File: src/rtl/core/edt_pkg.sv
// Package for the emoji dictionary tokenizer.
// Holds sizes, command and result types and the back-end state encoding.
// No dependencies.
package edt_pkg;

	localparam int MAX_ENTRIES     = 4096;
	localparam int MAX_PATTERN_LEN = 8;
	localparam int ENTRY_W         = $clog2(MAX_ENTRIES);
	localparam int CNT_W           = ENTRY_W + 1;
	localparam int UPOS_W          = $clog2(MAX_PATTERN_LEN);
	localparam int LEN_W           = UPOS_W + 1;
	localparam int UNIT_W          = 16;
	localparam int POS_W           = 32;
	localparam int FIFO_DEPTH      = 4;
	localparam int FIFO_AW         = $clog2(FIFO_DEPTH);
	localparam logic [5:0] LOW_SUR_TAG = 6'b110111;

	typedef enum logic [1:0] {
		OP_LOAD = 2'd0,
		OP_TEXT = 2'd1,
		OP_END  = 2'd2,
		OP_NONE = 2'd3
	} op_t;

	typedef struct packed {
		op_t                 op;
		logic [ENTRY_W-1:0]  entry;
		logic [UPOS_W-1:0]   upos;
		logic [LEN_W-1:0]    plen;
		logic [UNIT_W-1:0]   unit;
	} cmd_t;

	typedef struct packed {
		logic                                   vld;
		logic [LEN_W-1:0]                       len;
		logic [MAX_PATTERN_LEN-1:0][UNIT_W-1:0] units;
	} row_t;

	typedef struct packed {
		logic                kind;
		logic [POS_W-1:0]    start;
		logic [POS_W-1:0]    len;
		logic [ENTRY_W-1:0]  idx;
	} result_t;

	typedef enum logic [3:0] {
		ST_CLEAR,
		ST_IDLE,
		ST_HEAD,
		ST_SCAN,
		ST_DRAIN,
		ST_GAP,
		ST_MATCH,
		ST_SHIFT,
		ST_TAIL,
		ST_FINISH
	} st_t;

endpackage

File: src/rtl/core/edt_fifo.sv
// Command queue between front and back ends.
// Depends on edt_pkg.
module edt_fifo (
	input  logic          clk,
	input  logic          arst_n,
	input  logic          push,
	input  edt_pkg::cmd_t wdata,
	output logic          full,
	input  logic          pop,
	output edt_pkg::cmd_t rdata,
	output logic          empty
);
	edt_pkg::cmd_t                mem_q [edt_pkg::FIFO_DEPTH];
	logic [edt_pkg::FIFO_AW:0]    wp_q;
	logic [edt_pkg::FIFO_AW:0]    rp_q;

	assign empty = (wp_q == rp_q);
	assign full  = (wp_q[edt_pkg::FIFO_AW] != rp_q[edt_pkg::FIFO_AW]) &&
	               (wp_q[edt_pkg::FIFO_AW-1:0] == rp_q[edt_pkg::FIFO_AW-1:0]);
	assign rdata = mem_q[rp_q[edt_pkg::FIFO_AW-1:0]];

	always_ff @(posedge clk or negedge arst_n) begin
		if (!arst_n) begin
			wp_q <= '0;
			rp_q <= '0;
		end else begin
			if (push && !full) wp_q <= wp_q + 1'b1;
			if (pop && !empty) rp_q <= rp_q + 1'b1;
		end
	end

	always_ff @(posedge clk) begin
		if (push && !full) mem_q[wp_q[edt_pkg::FIFO_AW-1:0]] <= wdata;
	end
endmodule

File: config.mk
export PLATFORM = sky130hd
export DESIGN_NAME = edt_fifo
export DESIGN_NICKNAME = d
export VERILOG_FILES = /design/src/rtl/core/edt_pkg.sv /design/src/rtl/core/edt_fifo.sv
export SDC_FILE = /design/constraint.sdc
export NUM_CORES = 1
export LEC_CHECK = 0
export ABC_CLOCK_PERIOD_IN_PS = 3150
export BUFFER_PORTS_ARGS = -buffer_cell sky130_fd_sc_hd__buf_2
export CORE_ASPECT_RATIO = 1.4
export CORE_UTILIZATION = 40
export CTS_CLUSTER_DIAMETER = 200
export DETAILED_ROUTE_END_ITERATION = 6
export PLACE_DENSITY = 0.58
export SLEW_MARGIN = 20
export SYNTH_ARGS = -nofsm -noshare
export SYNTH_HDL_FRONTEND = slang
export SYNTH_SLANG_ARGS = --single-unit
File: constraint.sdc
create_clock -name clk -period 3.15 [get_ports clk]
set_clock_uncertainty 0.05 [all_clocks]
set_input_delay 0.4725 -clock clk [delete_from_list [all_inputs] [get_ports clk]]
set_output_delay 0.4725 -clock clk [all_outputs]
set_load 0.02 [all_outputs]
Word level (Yosys, flattened, before mapping):

Memory sizes are Yosys's and may differ from the RTL's.
Index checks and enable logic that the tools add are counted.
Widths: inputs -> output; s select.

* flip-flop bits (word level): 6
* bits in writable memories: 148
* input port bits: 41
* output and inout bits: 39
* word-level logic and storage cells: 15
* memories kept: 1

Memories
* mem_q: words 4, bits a word 37, read ports 1, clocked after memory_dff 0, write ports 1, RTL line edt_fifo.sv:13 `edt_pkg::cmd_t mem_q [edt_pkg::FIFO_DEPTH];`

* add/subtract/negate cells: 2
* equality and inequality tests: 3
* mux-type cells: 2
* reductions and logical operators: 5

Operators with widths (count)
* $add 3x1->3 const B: 2
* $eq 3x3->1: 1
* $logic_and 1x1->1: 3
* $eq 2x2->1: 1
* $logic_not 1->1: 2
* $mux 1: 2
* $ne 1x1->1: 1

Depth between registers and ports, before layout:

Gate-level depths: netlist of the first run.

* depth in word-level cells: 6
* mapped depth: 5

Least setup slack after synthesis of the first run:

Ideal clock, no wire load.

* kind: flip-flop to flip-flop
* from: register rp_q[0] (netlist name)
* to: memory mem_q[3][0] (netlist name) (enable)
* data arrival time: 1953 ps
* required time: 2687 ps
* slack: 734 ps
* stages on the path, launching flop included: 4
* path buffers: 1
* cells stage by stage: dfrtp_1 buf_6 xnor2_2 a31oi_2

* cells in the longest elaborated chain, start to end: 6

Ends and longest elaborated chain
* start: declaration: RTL line edt_fifo.sv:15 `logic [edt_pkg::FIFO_AW:0] rp_q;`
* start signal: assignment: RTL line edt_fifo.sv:28 `if (pop && !empty) rp_q <= rp_q + 1'b1;`
* $eq 2x2->1: RTL line edt_fifo.sv:19 `(wp_q[edt_pkg::FIFO_AW-1:0] == rp_q[edt_pkg::FIFO_AW-1:0]);`
* $logic_and 1x1->1: RTL line edt_fifo.sv:18 `assign full = (wp_q[edt_pkg::FIFO_AW] != rp_q[edt_pkg::FIFO_AW]) &&`
* $logic_not 1->1: RTL line edt_fifo.sv:33 `if (push && !full) mem_q[wp_q[edt_pkg::FIFO_AW-1:0]] <= wdata;`
* $logic_and 1x1->1: RTL line edt_fifo.sv:33
* $mux 1: RTL line edt_fifo.sv:33
* $mux 1 (not written as such): RTL line edt_fifo.sv:33
* end: declaration: RTL line edt_fifo.sv:13

Every way passes these cells.

==> results.tsv, run 1 <==
stage	metric	value	unit
status	outcome	completed	
global_route	grt_max_degree	43	
clock_network	ctsHtreeMaxLevel	4	
final_layout	n_fill_cell	1147	
pwr	ir_drop	0.395	mV
sta	min_period	2.70	ns
global_route	track_usage	14.3	%
placement	io_buffers	79	
sta	fin_crit_sh	85.8	%
sta	hold_viol_final	0	
critical_path	crit_required	2.63	ns
drt	drt_pre_antenna_iters	4	
sta	finalSetupViolations	0	
sta	maxSlewHeadroom	33.5	%
sta	slew_viol_final	0	
logic_synthesis	ys_ff_latch	154	
pwr	power.total	0.00715	W
logic_synthesis	yosysUniqueCellTypes	27	
logic_synthesis	postSynth.asyncResetShare	3.90	%
logic_synthesis	synth_top_area_share	76.1	%
final_layout	ff_latch_area	4600	um2
clock_network	cts.sinks	154	
logic_synthesis	yosysTopAreaCell	edfxtp_1	
drt	vias	2686	
final_layout	nNetsFinal	382	
sta	worst_slew_pin_slew	0.998	ns
logic_synthesis	syn_area	5840	um2
logic_synthesis	syn_inst	243	
sta	rsz0062_at_grt	no	
logic_synthesis	synth.most_common_cell	edfxtp_1	
logic_synthesis	syn_avg_cell_area	24.0	um2
global_route	grt_pass1_wl	15800	um
drt	ant_nets	0	
pwr	powerDensity	1010	nW/um2
global_route	antenna_found_initial	0	
clock_network	cts_setup_buffers	0	
clock_network	clk_pin_slew	0.06	ns
critical_path	end_kind	primary output	
critical_path	start_kind	flip-flop	
critical_path	arrival	2.18	ns
die	fp.dieH	145	um
placement	hpwl	5960	um
critical_path	max_stage_delay	0.69	ns
sta	fmax	370	MHz
die	die-area	15100	um2
critical_path	critPathKind	flip-flop to primary output	
drt	drc_errors	0	
clock_network	cts_buffer_depth	2	
clock_network	cts_buffers	17	
logic_synthesis	ys_top_cells_by_count	edfxtp_1 (148), mux4_2 (35), dfrtp_1 (6)	
sta	fin_setup_tns	0	ns
logic_synthesis	synth.yosys.seq_area_share	78.7	%
die	io_pins	80	
die	fp.dieW	104	um
final_layout	area_growth	21.0	%
die	start_util	41.4	%
logic_synthesis	synth-edff-count	148	
drt	wl_per_cell	18.7	um
critical_path	cp_max_fo	19	
drt	wl	10000	um
logic_synthesis	syn_nets	289	
final_layout	multiInputGateArea	1170	um2
die	coreArea	14100	um2
placement	gp_congestion	0.728	
global_route	grt_overflow	0	
critical_path	path_cells	buf_4 -> mux4_2 -> buf_2	
drt	avgViaCountPerCell	5.02	
pwr	power_leakage	2.44	nW
final_layout	drive_above_1_share	45.3	%
flow_run	cap_violations	0	
die	floorplan.rows	51	
clock_network	cts_root_buffer	clkbuf_16	
global_route	grt_pass1_vias	2864	
drt	drt_iter0_drc	145	
logic_synthesis	synth_warnings	0	
clock_network	clk_latency	0.41	ns
logic_synthesis	synth.top_cells.by_area	edfxtp_1 (76%), mux4_2 (14%), dfrtp_1 (2.6%)	
clock_network	cts_tree	yes	
min_path	hold_class	input port to flip-flop	
critical_path	cpMaxStageDelayCell	dfrtp_4	
logic_synthesis	ys_dominant_reg_cell	edfxtp_1	
==> path summary, 6_finish.rpt <==
path                                startpoint                      to  depth (start not counted)  slack [ns]
setup / recovery           rp_q[0]$_DFFE_PN0P_               rdata[19]                          3        0.45
hold / removal                       wdata[12]  mem_q[1][12]$_DFFE_PP_                          1        0.22
setup reg to reg           rp_q[0]$_DFFE_PN0P_  mem_q[0][23]$_DFFE_PP_                          3        0.75
hold reg to reg            wp_q[2]$_DFFE_PN0P_     wp_q[2]$_DFFE_PN0P_                          1        0.54
max in group asynchronous               arst_n     rp_q[0]$_DFFE_PN0P_                          2        2.49
min in group asynchronous               arst_n     rp_q[1]$_DFFE_PN0P_                          2        0.38
==> cells by family after synthesis <==
group                    after synthesis  share of synthesized area, %
AO/OA/AOI/OAI                         13                          1.56
XOR/XNOR                               9                          1.74
adder cells (fa/ha/maj)                5                          1.07
buffers and inverters                 14                          1.50
flip-flops                           154                          78.7
multiplexers                          37                          14.4
AND/OR/NAND/NOR                       11                          1.03
==> where the power goes <==
| part | switching [W] | internal (W) | total [W] |
|---|---|---|---|
| sequential | 0.000198 | 0.00274 | 0.00294 |
| combinational | 0.00128 | 0.000889 | 0.00216 |
| clock | 0.000798 | 0.00125 | 0.00205 |
==> state kept, by name, indices dropped and copies added (netlist names) <==
register  cells
rp_q          3
mem_q       148
wp_q          3
==> cell type report <==
class                      count  share of cell area [%]
antenna                        1                  0.0354
clock buffer                  18                    6.07
clock inverter                14                    2.43
inverter                       4                   0.213
multi-input combinational     75                    16.5
sequential                   154                    65.1
tap                          185                    3.28
timing repair buffer          84                    6.34
==> metal layers <==
metal  vias up  track usage (%)  wire (um)  part of all wire, %
met5         -                0          0                    0
met4         0             6.71        161                  1.6
met3        11             4.58        483                  4.8
met2        73             23.8       5160                   52
met1      1391             16.9       4190                   42
li1       1211                -          -                    -
==> layout by cell type, fill, tap and decap left out, types with 2 or more instances in the layout <==
cell type | Yosys | layout
xor2_1 | 2 | 2
inv_6 | 0 | 3
buf_4 | 0 | 3
mux4_1 | 2 | 2
mux4_2 | 35 | 35
dfrtp_1 | 6 | 4
ha_1 | 5 | 5
xor2_2 | 2 | 2
clkinvlp_4 | 0 | 3
o31ai_1 | 4 | 4
buf_2 | 3 | 79
inv_1 | 4 | 4
clkinv_4 | 0 | 2
a21oi_1 | 4 | 4
bufinv_16 | 0 | 3
a211oi_1 | 2 | 2
clkbuf_16 | 0 | 17
and3_2 | 0 | 3
edfxtp_1 | 148 | 148
nand3_1 | 2 | 2
xnor2_1 | 4 | 4
clkinv_2 | 0 | 3
nand2b_1 | 2 | 2
==> critical path: cells and delay by family (launching register included) <==
family | cells | cell delay (ns)
DFF | 1 | 0.69
muxes | 1 | 0.56
buffers and inverters | 2 | 0.52
==> metrics by stage <==
| step | utilization, % | setup slack (ns) | instances | area [um2] | hold WS (ns) |
|---|---|---|---|---|---|
| CTS | 50.1 | 0.364 | 534 | 7060 | 0.205 |
| global route | 50.1 | 0.298 | 534 | 7060 | 0.206 |
| global placement | 45.8 | 0.675 | 501 | 6450 | 0.266 |
| finish | 50.1 | 0.446 | 535 | 7070 | 0.221 |
| floorplan | - | 0.734 | 243 | 5840 | 0.127 |
| detailed placement | 45.8 | 0.637 | 501 | 6450 | 0.266 |
==> what timing repair did <==
action | 4_1_cts | 5_1_grt
hold buffers | 1 | 0
endpoints found under the hold margin | 6 | 0
resized for setup | 0 | 0
Note: power is estimated with default switching activity, not from simulation.
==> run 2: changes to the inputs <==
--- a/config.mk
+++ b/config.mk
@@ -5,14 +5,14 @@
 export SDC_FILE = /design/constraint.sdc
 export NUM_CORES = 1
 export LEC_CHECK = 0
-export ABC_CLOCK_PERIOD_IN_PS = 3150
+export ABC_CLOCK_PERIOD_IN_PS = 3100
 export BUFFER_PORTS_ARGS = -buffer_cell sky130_fd_sc_hd__buf_2
 export CORE_ASPECT_RATIO = 1.4
 export CORE_UTILIZATION = 40
 export CTS_CLUSTER_DIAMETER = 200
 export DETAILED_ROUTE_END_ITERATION = 6
 export PLACE_DENSITY = 0.58
-export SLEW_MARGIN = 20
+export SLEW_MARGIN = 40
 export SYNTH_ARGS = -nofsm -noshare
 export SYNTH_HDL_FRONTEND = slang
 export SYNTH_SLANG_ARGS = --single-unit
==> constraint.sdc (replaced) <==
create_clock -name clk -period 3.1 [get_ports clk]
set_clock_uncertainty 0.05 [all_clocks]
set_input_delay 0.465 -clock clk [delete_from_list [all_inputs] [get_ports clk]]
set_output_delay 0.465 -clock clk [all_outputs]
set_load 0.02 [all_outputs]
==> run 2 against run 1 <==
Largest cell class unchanged; count of clock-buffer cells in the layout grew 1; combinational power grew 6%; routed wire length grew 0.33%; flip-flop and latch count is the same.
==> results.tsv, run 2 (synthesis gave the netlist of run 1 again) <==
stage	metric	value	unit	change
sta	finalSetupViolations	0		unchanged
drt	ant_nets	0		unchanged
drt	drc_errors	0		unchanged
sta	min_period	2.47	ns	
sta	fin_crit_sh	79.8	%	
final_layout	area_growth	21.6	%	
final_layout	layout_common_cells	edfxtp_1 (148), buf_2 (79), mux4_2 (35)		
critical_path	arrival	1.96	ns	-0.22 ns
drt	vias	2645		-1.5%
sta	fmax	404	MHz	
flow_run	cap_violations	0		unchanged
status	outcome	completed		
final_layout	multiInputGateArea	1180	um2	+0.96%
final_layout	n_fill_cell	1155		+0.70%
clock_network	cts_tree	yes		
final_layout	ff_latch_area	4600	um2	unchanged
drt	avgViaCountPerCell	4.95		-1.3%
critical_path	r2r-start	wp_q[0]$_DFFE_PN0P_		
clock_network	clk_pin_slew	0.06	ns	about the same
die	floorplan.rows	51		unchanged
drt	drt_pre_antenna_iters	4		unchanged
die	io_pins	80		unchanged
critical_path	cp_max_fo	40		+21
placement	hpwl	5790	um	-2.8%
critical_path	end_kind	primary output		
clock_network	clk_latency	0.41	ns	about the same
final_layout	nNetsFinal	382		unchanged
critical_path	critPathKind	flip-flop to primary output		
pwr	powerDensity	1040	nW/um2	+2.8%
critical_path	crit_required	2.58	ns	-0.05 ns
critical_path	start_kind	flip-flop		
min_path	worstHoldStart	wdata[17]		
critical_path	rr_worst_depth	3		unchanged
critical_path	crit_start	rp_q[0]$_DFFE_PN0P_		
drt	drt_iter0_drc	87		-40%
sta	worst_slew_pin_slew	0.607	ns	-0.391 ns
final_layout	final_common_cell	edfxtp_1		
sta	fin_setup_tns	0	ns	unchanged
clock_network	cts.sinks	154		unchanged
global_route	grt_max_degree	43		unchanged
sta	maxSlewHeadroom	59.5	%	+26 points
sta	hold_viol_final	0		unchanged
critical_path	worstSetupEndpoint	rdata[0]		
critical_path	regToRegSetupSlack	1.11	ns	+0.36 ns
global_route	antenna_found_initial	1		+1
global_route	grt_pass1_wl	16100	um	+2.2%
global_route	grt_overflow	0		unchanged
critical_path	reg2reg_to	mem_q[2][25]$_DFFE_PP_		
pwr	power_leakage	2.44	nW	+0.24%
final_layout	antenna_cells	0		-1
clock_network	cts_buffer_depth	2		unchanged
clock_network	cts_root_buffer	clkbuf_16		
final_layout	drive_above_1_share	44.7	%	-0.57 points
clock_network	cts_resized	0		unchanged
drt	wl_per_cell	18.8	um	+0.52%
final_layout	final_core_util	50.3	%	+0.24 points
die	fp.dieW	104	um	unchanged
sta	slew_viol_final	0		unchanged
die	fp.dieH	145	um	unchanged
drt	wl	10000	um	+0.33%
global_route	track_usage	14.8	%	+0.42 points
die	start_util	41.4	%	unchanged
min_path	hold_class	input port to flip-flop		
placement	gp_congestion	0.706		-3.1%
clock_network	cts_buffers	17		unchanged
pwr	ir_drop	0.436	mV	+10%
global_route	grt_pass1_vias	2933		+2.4%
sta	rsz0062_at_grt	no		
clock_network	ctsHtreeMaxLevel	4		unchanged
placement	io_buffers	79		unchanged
die	die-area	15100	um2	unchanged
die	coreArea	14100	um2	unchanged
final_layout	largest_reg_flops	148		unchanged
==> run 2: worst max-delay path: stages, from the launching register on <==
cell and delay [ns]:
dfrtp_4 0.44, buf_12 0.33, mux4_1 0.60, buf_2 0.18
==> run 2: final cells by class <==
cell class	count	area share (%)
inverters	4	0.211
clock inverters	13	2.71
repair buffers	84	6.31
flip-flops and latches	154	64.8
multi-input cells	75	16.6
well taps	185	3.26
clock buffers	19	6.10
==> run 2: per-layer routing <==
layer	routed length, um	global-route usage [%]	share of wire [%]	vias to the layer above
met5	14	0	0.14	-
met4	148	6.43	1.5	2
met3	373	4.81	3.7	10
met2	5530	25.7	55	55
met1	3960	16.4	39	1367
li1	-	-	-	1211
==> run 2: per-stage QoR <==
| step | hold WS (ns) | instance area (um2) | setup WS, ns | power [W] | cells |
|---|---|---|---|---|---|
| after global placement | 0.250 | 6450 | 0.832 | 0.00528 | 501 |
| after CTS | 0.189 | 7100 | 0.564 | 0.00751 | 534 |
| after detailed placement | 0.253 | 6460 | 1.02 | 0.00533 | 501 |
| final | 0.214 | 7100 | 0.626 | 0.00738 | 534 |
| after global routing | 0.197 | 7100 | 0.510 | 0.00776 | 534 |
| after floorplan | 0.119 | 5840 | 0.684 | 0.00462 | 243 |
==> run 2: worst min-delay path by stage <==
stage                             endpoint  cells after the start
global placement       wp_q[1]$_DFFE_PN0P_                      1
floorplan              rp_q[0]$_DFFE_PN0P_                      0
finish              mem_q[1][17]$_DFFE_PP_                      1
CTS                 mem_q[3][15]$_DFFE_PP_                      1
detailed placement     wp_q[1]$_DFFE_PN0P_                      1
global route         mem_q[2][2]$_DFFE_PP_                      1
==> run 2: where the power goes <==
part	total [W]	switching [W]	internal, W
combinational	0.00230	0.00138	0.000922
clock	0.00217	0.000817	0.00136
sequential	0.00291	0.000132	0.00278
==> run 2: repair_timing <==
item / 4_1_cts / 5_1_grt
hold buffers: 1 / 0
endpoints found under the hold margin: 6 / 0
buffers inserted: 0 / 0
