### src/rtl/core/edt_pkg.sv
// Package for the emoji dictionary tokenizer.
// Holds sizes, command and result types and the back-end state encoding.
// No dependencies.
package edt_pkg;

	localparam int MAX_ENTRIES     = 4096;
	localparam int MAX_PATTERN_LEN = 8;
	localparam int ENTRY_W         = $clog2(MAX_ENTRIES);
	localparam int CNT_W           = ENTRY_W + 1;
	localparam int UPOS_W          = $clog2(MAX_PATTERN_LEN);
	localparam int LEN_W           = UPOS_W + 1;
	localparam int UNIT_W          = 16;
	localparam int POS_W           = 32;
	localparam int FIFO_DEPTH      = 4;
	localparam int FIFO_AW         = $clog2(FIFO_DEPTH);
	localparam logic [5:0] LOW_SUR_TAG = 6'b110111;

	typedef enum logic [1:0] {
		OP_LOAD = 2'd0,
		OP_TEXT = 2'd1,
		OP_END  = 2'd2,
		OP_NONE = 2'd3
	} op_t;

	typedef struct packed {
		op_t                 op;
		logic [ENTRY_W-1:0]  entry;
		logic [UPOS_W-1:0]   upos;
		logic [LEN_W-1:0]    plen;
		logic [UNIT_W-1:0]   unit;
	} cmd_t;

	typedef struct packed {
		logic                                   vld;
		logic [LEN_W-1:0]                       len;
		logic [MAX_PATTERN_LEN-1:0][UNIT_W-1:0] units;
	} row_t;

	typedef struct packed {
		logic                kind;
		logic [POS_W-1:0]    start;
		logic [POS_W-1:0]    len;
		logic [ENTRY_W-1:0]  idx;
	} result_t;

	typedef enum logic [3:0] {
		ST_CLEAR,
		ST_IDLE,
		ST_HEAD,
		ST_SCAN,
		ST_DRAIN,
		ST_GAP,
		ST_MATCH,
		ST_SHIFT,
		ST_TAIL,
		ST_FINISH
	} st_t;

endpackage

### src/rtl/core/edt_if.sv
// Channel interfaces of the emoji dictionary tokenizer.
// Depends on edt_pkg for field widths.
interface edt_in_if;
	logic                          valid;
	logic                          ready;
	logic [1:0]                    op;
	logic [edt_pkg::ENTRY_W-1:0]   entry;
	logic [edt_pkg::UPOS_W-1:0]    unit_pos;
	logic [edt_pkg::LEN_W-1:0]     pattern_len;
	logic [edt_pkg::UNIT_W-1:0]    unit_value;
	modport source (output valid, op, entry, unit_pos, pattern_len, unit_value, input ready);
	modport sink (input valid, op, entry, unit_pos, pattern_len, unit_value, output ready);
endinterface


### src/rtl/core/edt_front.sv
// Front end: takes requests, decodes the op and holds one command for the queue.
// Depends on edt_pkg and edt_in_if.
module edt_front (
	input  logic          clk,
	input  logic          arst_n,
	edt_in_if.sink        req,
	input  logic          q_full,
	output logic          q_push,
	output edt_pkg::cmd_t q_data
);
	logic          v_s1;
	edt_pkg::cmd_t cmd_s1;
	edt_pkg::op_t  op_dec;
	logic          take;

	assign op_dec    = edt_pkg::op_t'(req.op);
	assign q_push    = v_s1 && !q_full;
	assign q_data    = cmd_s1;
	assign req.ready = !v_s1 || !q_full;
	assign take      = req.valid && req.ready;

	always_ff @(posedge clk or negedge arst_n) begin
		if (!arst_n) begin
			v_s1 <= 1'b0;
		end else if (take) begin
			v_s1 <= (op_dec != edt_pkg::OP_NONE);
		end else if (q_push) begin
			v_s1 <= 1'b0;
		end
	end

	always_ff @(posedge clk) begin
		if (take) begin
			cmd_s1.op    <= op_dec;
			cmd_s1.entry <= req.entry;
			cmd_s1.upos  <= req.unit_pos;
			cmd_s1.plen  <= req.pattern_len;
			cmd_s1.unit  <= req.unit_value;
		end
	end
endmodule

### src/flat_wrapper.sv
// flat-port wrapper written by rule: the top's interface ports become plain ports
module edt_front_flat 
  (clk, arst_n, q_full, q_push, q_data, req_valid, req_op, req_entry, req_unit_pos, req_pattern_len, req_unit_value, req_ready);
  edt_in_if req_i ();
  input  logic clk;
  input  logic arst_n;
  input  logic q_full;
  output logic q_push;
  output edt_pkg::cmd_t q_data;
  input wire logic [$bits(req_i.valid)-1:0] req_valid;
  input wire logic [$bits(req_i.op)-1:0] req_op;
  input wire logic [$bits(req_i.entry)-1:0] req_entry;
  input wire logic [$bits(req_i.unit_pos)-1:0] req_unit_pos;
  input wire logic [$bits(req_i.pattern_len)-1:0] req_pattern_len;
  input wire logic [$bits(req_i.unit_value)-1:0] req_unit_value;
  output wire logic [$bits(req_i.ready)-1:0] req_ready;
  assign req_i.valid = req_valid;
  assign req_i.op = req_op;
  assign req_i.entry = req_entry;
  assign req_i.unit_pos = req_unit_pos;
  assign req_i.pattern_len = req_pattern_len;
  assign req_i.unit_value = req_unit_value;
  assign req_ready = req_i.ready;
  edt_front u_core (.clk(clk), .arst_n(arst_n), .req(req_i), .q_full(q_full), .q_push(q_push), .q_data(q_data));
endmodule
### config.mk
export PLATFORM = sky130hd
export DESIGN_NAME = edt_front_flat
export DESIGN_NICKNAME = d
export VERILOG_FILES = /design/src/rtl/core/edt_pkg.sv /design/src/rtl/core/edt_if.sv /design/src/rtl/core/edt_front.sv /design/src/flat_wrapper.sv
export SDC_FILE = /design/constraint.sdc
export NUM_CORES = 1
export LEC_CHECK = 0
export BUFFER_PORTS_ARGS = -buffer_cell sky130_fd_sc_hd__buf_2
export CAP_MARGIN = 20
export CORE_MARGIN = 2
export CORE_UTILIZATION = 40
export CTS_BUF_LIST = sky130_fd_sc_hd__clkbuf_16
export CTS_CLUSTER_SIZE = 8
export DETAILED_ROUTE_END_ITERATION = 16
export GPL_TIMING_DRIVEN = 0
export PLACE_DENSITY = 0.78
export RECOVER_POWER = 50
export REMOVE_ABC_BUFFERS = 1
export SLEW_MARGIN = 20
export SYNTH_ARGS = -nofsm -noshare
export SYNTH_HDL_FRONTEND = slang
export SYNTH_SLANG_ARGS = --single-unit
### constraint.sdc
create_clock -name clk -period 2.1 [get_ports clk]
set_input_delay 0.105 -clock clk [delete_from_list [all_inputs] [get_ports clk]]
set_output_delay 0.105 -clock clk [all_outputs]
set_load 0.02 [all_outputs]
; Yosys cells after proc, flatten, opt, wreduce, memory -nomap -nowiden
; Cells that the tools add are included.
[word_totals]
regBits = 38
in_bits = 41
elab_cells = 15
[classes]
n_eq_ne = 1
mux = 2
reduce_logical = 6
[ops]
columns = cell, n
row1 = logical AND 1 bit, 2
row2 = zero test 1 bit, 2
row3 = 2-to-1 mux 1 bit, 2
row4 = "!= test 2 bit, second input constant", 1
row5 = nonzero test 2 bit, 1
row6 = logical OR 1 bit, 1

; Logic depth before layout (Yosys ltp)
; Gate-level depths: netlist of the first run.
[depth]
ltp_word = 4
ltp_mapped = 2
mapped_depth_nobuf = 2

; Worst setup path after synthesis of the first run
; Ideal clock, no wire load.
[synth_path]
kind = register to register
startpoint = register u_core.v_s1
endpoint = register u_core.cmd_s1, in the netlist u_core.q_data[0], enable pin
setup_ns = 0.398
t_arrival_ns = 1.498
required_time_ns = 1.702
setup_slack_ns = 0.204
stages_incl_launch_ff = 3
path_buffers = 0
synth_period_minus_slack_ns = 1.896
path_cell_list = dfrtp_1 -> nand2_1 -> and2_1
[synth_via]
elab_chain_len = 3
[synth_rtl]
columns = element, line_no
row1 = start: declaration, edt_front.sv:11  ; logic v_s1;
row2 = start signal: assignment, edt_front.sv:26  ; v_s1 <= (op_dec != edt_pkg::OP_NONE);
row3 = zero test 1 bit, edt_front.sv:19  ; assign req.ready = !v_s1 || !q_full;
row4 = logical OR 1 bit, edt_front.sv:19
row5 = named net req_ready, flat_wrapper.sv:16  ; output wire logic [$bits(req_i.ready)-1:0] req_ready;
row6 = logical AND 1 bit, edt_front.sv:20  ; assign take = req.valid && req.ready;
row7 = named net u_core.take, edt_front.sv:14  ; logic take;
row8 = end: declaration, edt_front.sv:12  ; edt_pkg::cmd_t cmd_s1;
; The timed path passes the listed nets, and every way through them passes these cells.
; A chain may end at the register's enable or synchronous reset.

; Worst setup path in the final report of the first run
[layout_path]
startpoint = register u_core.v_s1
endpoint = register u_core.cmd_s1, in the netlist u_core.q_data[21], enable pin
[layout_via]
elab_chain_len = 3
[layout_rtl]
columns = element, line_no
row1 = zero test 1 bit, edt_front.sv:19
row2 = logical OR 1 bit, edt_front.sv:19
row3 = logical AND 1 bit, edt_front.sv:20
row4 = named net u_core.take, edt_front.sv:14
; The timed path passes the listed nets, and every way through them passes these cells.

==> reports/qor.csv, run 1 <==
metric,value,unit
Core ar.,2758,um^2
# clock sinks,38,
met1 Use GR,14.68,%
"commonest cells after routing, fill and taps aside","buf_2 (59), edfxtp_1 (37), clkbuf_1 (20)",
die width,58.05,um
Fin Setup TNS,0,ps
Hold Path Cell Cnt,1,
DRC,0,
cts bufs inserted,5,
critical-path cell list,"nand2_1, and2_2, buf_16",
layout cells sized above 1,46.67,%
"Slew Viols, Final",0,
slowest cell on the critical path,dfrtp_1,
Unique masters post-synth,6,
first-pass GRT wire length,3698,um
Area contributors post-synth,"edfxtp_1 (95%), dfrtp_1 (2.1%), a22o_2 (0.86%)",
Worst Path Buf+Inv,1,
final net count,190,
worst vdd ir,0.9060,mV
power density cells,927.8,nW/um^2
TritonCTS clock tree,built,
worst-margin pin slew,375.7,ps
"non-filler cells, final",181,
unrepaired setup endpoints after global routing,no,
Yosys top cell area share,95.07,%
Seq cells post-synth,38,
worst skew pair latency,280,ps
crit-path max FO,24,
CP Depth,3,
Die Ht,58.05,um
final worst path period need,1443,ps
worst path required time,2080,ps
Reg2Reg Depth,3,
vias in the first global route,828,
Die Area,3370,um^2
"most common cell after layout, fill and taps aside",buf_2,
"slowest stage delay, CP",410,ps
status,completed,
Buffers on Ports,79,
routed wire length,2669,um
total of max-cap violations,0,
Crit Path Category,flip-flop to flip-flop,
row count,19,
skew final,5.656,ps
post-synthesis cell area,1169,um^2
DPL Wire Length,1597,um
crit start category,flip-flop,
M3 GR Usage,10.49,%
GRT Residual Overflow,0,
Antenna diodes,0,
busiest grt layer,met2,
Worst EP arrival,1420,ps
initial antenna violation count,0,
Synth Instances,43,
# IOs,80,
Via density,4.508,
syn avg cell area,27.18,um^2
endpoints failing setup,0,
M2 GR Usage,27.44,%
antenna-violating nets left,0,
ratio of final minimum period to clock period,68.72,%
Achievable Freq,693.0,MHz
clock slew at reported path FFs,60,ps
CTS root buffer,clkbuf_16,
Synth area leader,edfxtp_1,
largest net degree at the start of global routing,25,
number of setup buffers added after CTS,0,
Yosys warnings,0,
Area Growth Syn to Fin,65.85,%
leakage power,0.7976,nW
CTS max path bufs,2,
"Seq/Total Area, Yosys",97.22,%
GPL Wtd Cong,0.6702,
count of final hold-check violations,0,
CP top delay family,simple AND/OR/NAND/NOR gates,
crit end category,flip-flop,
utilization after layout,70.28,%
placed cell count,154,
wire per inst,14.75,um
initial core utilization,42.38,%
number of iterations in the first detailed-routing pass,4,
H-tree depth,2,
Rel. slew slack,74.95,%
Min-Delay Path Class,input port to flip-flop,
Iteration-0 DRC Markers,9,
DR vias,816,
GRT Resource Usage Total,16.14,%
## path summary, 6_finish.rpt
path                                      to           from  slack, ps
setup / recovery           u_core.q_data[21]    u_core.v_s1        660
min in group asynchronous        u_core.v_s1         arst_n        120
setup reg to reg           u_core.q_data[21]    u_core.v_s1        660
hold reg to reg                  u_core.v_s1    u_core.v_s1        580
hold / removal             u_core.q_data[34]  req_entry[11]          3
max in group asynchronous        u_core.v_s1         arst_n       1880
## registers in the layout, indices dropped and copies added, names as in the netlist
name           cells
u_core.q_data     37
u_core.v_s1        1
## logic make-up after synthesis
| logic type | count (synthesis) | share of synthesized area (%) |
|---|---|---|
| flops | 38 | 97.22 |
| simple gates | 4 | 1.928 |
| compound gates | 1 | 0.8566 |
## area by class of cell
class	instances	area, um^2
Timing Repair Buffer	99	588.1
Multi-Input combinational cell	5	33.78
Fill cell	186	819.5
Clock buffer	5	125.1
Clock inverter	3	16.27
Sequential cell	38	1136
Tap cell	31	38.79
## metal layers
layer / vias up / part of all wire [%] / routed length [um]
met5: - / 0 / 0
met4: 0 / 1.7 / 46
met3: 6 / 14 / 372
met2: 63 / 50 / 1332
met1: 365 / 34 / 917
li1: 382 / - / -
## metrics by stage
stage	cell area, um^2	worst slack (ps)	total power [mW]	hold slack (ps)
final	1938	656.9	1.798	3.000
after global routing	1938	609.9	1.860	-1.037
after CTS	1883	722.7	1.794	0.2795
after detailed placement	1632	732.4	1.085	-115.9
after global placement	1603	114.0	1.073	-119.4
after floorplan	1169	204.1	0.9956	-190.6
## synth_stat cells
master and number:
nand2_1 2, dfrtp_1 1, a22o_2 1, and2_1 1, edfxtp_1 37, and2b_2 1
## report_power, final
part | switching [mW] | internal [mW]
combinational | 0.112 | 0.0829
sequential | 0.0115 | 0.888
clock | 0.271 | 0.432
## what timing repair did
| action | in CTS | in global routing |
|---|---|---|
| gates resized for setup | 0 | 0 |
| setup endpoints to repair | 0 | 0 |
| hold buffers | 11 | 8 |
| endpoints found under the hold margin | 11 | 8 |
Note: power is estimated with default switching activity, not from simulation.
==> run 2, diff against run 1 <==
--- a/config.mk
+++ b/config.mk
@@ -5,6 +5,7 @@
 export SDC_FILE = /design/constraint.sdc
 export NUM_CORES = 1
 export LEC_CHECK = 0
+export ABC_AREA = 1
 export BUFFER_PORTS_ARGS = -buffer_cell sky130_fd_sc_hd__buf_2
 export CAP_MARGIN = 20
 export CORE_MARGIN = 2
==> constraint.sdc (replaced) <==
create_clock -name clk -period 1.45 [get_ports clk]
set_input_delay 0.0725 -clock clk [delete_from_list [all_inputs] [get_ports clk]]
set_output_delay 0.0725 -clock clk [all_outputs]
set_load 0.02 [all_outputs]
==> run 2 against run 1 <==
  * Worst setup slack got worse by 530 ps
  * Die area fell by 0.10%
  * Final area increased by 8.1%
  * Fmax grew 9.4%
  * Highest routed layer unchanged
  * Sequential share of layout area decreased by 4.4 points
==> reports/qor.csv, run 2 <==
metric,value,unit,change
pre-CTS setup slack,-89.51,ps,was 732.4 ps
crit end category,flip-flop,,unchanged
skew final,3.759,ps,was 5.656 ps
slowest cell on the critical path,and2_4,,was dfrtp_1
highest metal used,met4,,unchanged
most numerous cell in the Yosys netlist,edfxtp_1,,unchanged
routed wire length,3217,um,was 2669 um
DPL Wire Length,1550,um,was 1597 um
DR vias,927,,was 816
CP top delay family,simple AND/OR/NAND/NOR gates,,unchanged
TritonCTS clock tree,built,,unchanged
worst path required time,1360,ps,was 2080 ps
# clock sinks,38,,unchanged
Achievable Freq,758.3,MHz,was 693.0 MHz
"Slew Viols, Final",0,,unchanged
row count,19,,unchanged
total of max-cap violations,0,,unchanged
wire per inst,16.00,um,was 14.75 um
Synth async-reset ratio,2.632,%,unchanged
"Seq/Total Area, Yosys",97.32,%,was 97.22%
critical-path cell list,"nand2_2, and2_4",,"was nand2_1, and2_2, buf_16"
placed cell count,155,,was 154
Crit Path Category,flip-flop to flip-flop,,unchanged
final worst path period need,1319,ps,was 1443 ps
Rel. slew slack,68.31,%,was 74.95%
cts bufs inserted,5,,unchanged
H-tree depth,2,,unchanged
Yosys top cell area share,95.18,%,was 95.07%
number of synthesized flops with an enable pin,37,,unchanged
top cell types by occurrence after synthesis,"edfxtp_1 (37), nand2_1 (3)",,"was edfxtp_1 (37), nand2_1 (2)"
status,completed,,unchanged
M1 WL,1181,um,was 917 um
ratio of final minimum period to clock period,90.95,%,was 68.72%
Buffers on Ports,79,,unchanged
Area contributors post-synth,"edfxtp_1 (95%), dfrtp_1 (2.1%), nand2_1 (0.96%)",,"was edfxtp_1 (95%), dfrtp_1 (2.1%), a22o_2 (0.86%)"
final net count,210,,was 190
Unique masters post-synth,7,,was 6
post-synthesis cell area,1167,um^2,was 1169 um^2
crit start category,flip-flop,,unchanged
Synth area leader,edfxtp_1,,unchanged
syn avg cell area,25.94,um^2,was 27.18 um^2
endpoints failing setup,0,,unchanged
leakage power,0.8709,nW,was 0.7976 nW
"slowest stage delay, CP",450,ps,was 410 ps
Worst Path Buf+Inv,0,,was 1
Yosys warnings,0,,unchanged
met2 WL,1646,um,was 1332 um
Seq cells post-synth,38,,unchanged
GRT Residual Overflow,0,,unchanged
utilization after layout,75.95,%,was 70.28%
DRC,0,,unchanged
Area Growth Syn to Fin,79.42,%,was 65.85%
initial antenna violation count,0,,unchanged
Main synth FF type,edfxtp_1,,unchanged
Worst EP arrival,1230,ps,was 1420 ps
Min-Delay Path Class,input port to flip-flop,,unchanged
Iteration-0 DRC Markers,29,,was 9
met3 wire len,334,um,was 372 um
Die Ht,58.02,um,was 58.05 um
worst vdd ir,1.280,mV,was 0.9060 mV
number of setup buffers added after CTS,0,,unchanged
power density cells,1246,nW/um^2,was 927.8 nW/um^2
crit-path max FO,37,,was 24
antenna-violating nets left,0,,unchanged
# IOs,80,,unchanged
Via density,4.612,,was 4.508
CTS max path bufs,2,,unchanged
worst-margin pin slew,475.3,ps,was 375.7 ps
layout cells sized above 1,38.24,%,was 46.67%
unrepaired setup endpoints after global routing,no,,unchanged
GRT Resource Usage Total,21.05,%,was 16.14%
initial core utilization,42.33,%,was 42.38%
"commonest cells after routing, fill and taps aside","buf_2 (57), dlygate4sd3_1 (38), edfxtp_1 (37)",,"was buf_2 (59), edfxtp_1 (37), clkbuf_1 (20)"
Final WS setup,131.3,ps,was 656.9 ps
die width,58.02,um,was 58.05 um
"most common cell after layout, fill and taps aside",buf_2,,unchanged
max FFs per register,37,,unchanged
Synth Instances,45,,was 43
worst skew pair latency,270,ps,was 280 ps
clock slew at reported path FFs,50,ps,was 60 ps
first-pass GRT wire length,4912,um,was 3698 um
CTS root buffer,clkbuf_16,,unchanged
GPL Wtd Cong,0.7012,,was 0.6702
count of final hold-check violations,0,,unchanged
Die Area,3366,um^2,was 3370 um^2
"non-filler cells, final",201,,was 181
Antenna diodes,0,,unchanged
vias in the first global route,1034,,was 828
Core ar.,2758,um^2,unchanged
largest net degree at the start of global routing,38,,was 25
number of iterations in the first detailed-routing pass,4,,unchanged
==> run 2: cell count changes in the layout (fill, tap and decap cells not counted), sizes merged, moves of 2 or more <==
cell	before	now
dlygate4sd3	19	38
clkbuf	25	27
buf	60	57
inv	0	2
nand2	2	4
==> run 2: cell families after synthesis <==
kind of cell,share of synthesized area [%]
buffers and inverters,0.3212
flip-flops,97.32
AND/OR/NAND/NOR,2.358
==> run 2: where the power goes <==
part           total, mW  switching [mW]  internal [mW]
sequential          1.30          0.0175           1.29
clock              0.991           0.371          0.620
combinational      0.315           0.173          0.141
total               2.61           0.562           2.05
==> run 2: cell type report <==
type | instances | area, um^2
clock buffers | 5 | 125.1
clock inverters | 3 | 12.51
fillers | 170 | 663.1
inverters | 1 | 3.754
multi-input cells | 6 | 30.03
flip-flops and latches | 38 | 1136
well taps | 31 | 38.79
repair buffers | 117 | 748.2
==> run 2: metrics by stage <==
stage	hold slack, ps	instance area, um^2	setup TNS [ps]	total power [mW]
finish	53.20	2095	0	2.610
global route	73.48	2095	0	2.698
CTS	21.99	2122	0	2.625
detailed placement	-147.6	1603	-3272	1.560
global placement	-151.6	1602	-18510	1.551
floorplan	-223.1	1167	-14230	1.441
==> run 2: repair_timing <==
item	in CTS	in global routing
hold buffers	38	0
gates resized for setup	1	0
endpoints found under the hold margin	38	0
endpoints found under the setup margin	37	0
==> run 2: layer usage <==
metal	vias to the layer above	GRT usage [%]
met2	62	36.36
met1	440	22.21
met3	6	9.375
li1	419	-
met4	0	8.970
met5	-	0
==> run 2: worst paths after layout <==
| check | startpoint | slack (ps) | endpoint | cells past startpoint |
|---|---|---|---|---|
| setup / recovery | u_core.v_s1 | 130 | u_core.q_data[6] | 2 |
| hold / removal | req_valid | 50 | u_core.v_s1 | 3 |
| setup reg to reg | u_core.v_s1 | 130 | u_core.q_data[6] | 2 |
| hold reg to reg | u_core.v_s1 | 570 | u_core.v_s1 | 2 |
| max in group asynchronous | arst_n | 1180 | u_core.v_s1 | 2 |
| min in group asynchronous | arst_n | 140 | u_core.v_s1 | 2 |
==> run 2: worst register-to-register path, cell delays in order, from the launching register on <==
cell,delay (ps)
dfrtp_1,400
nand2_2,90
and2_4,450
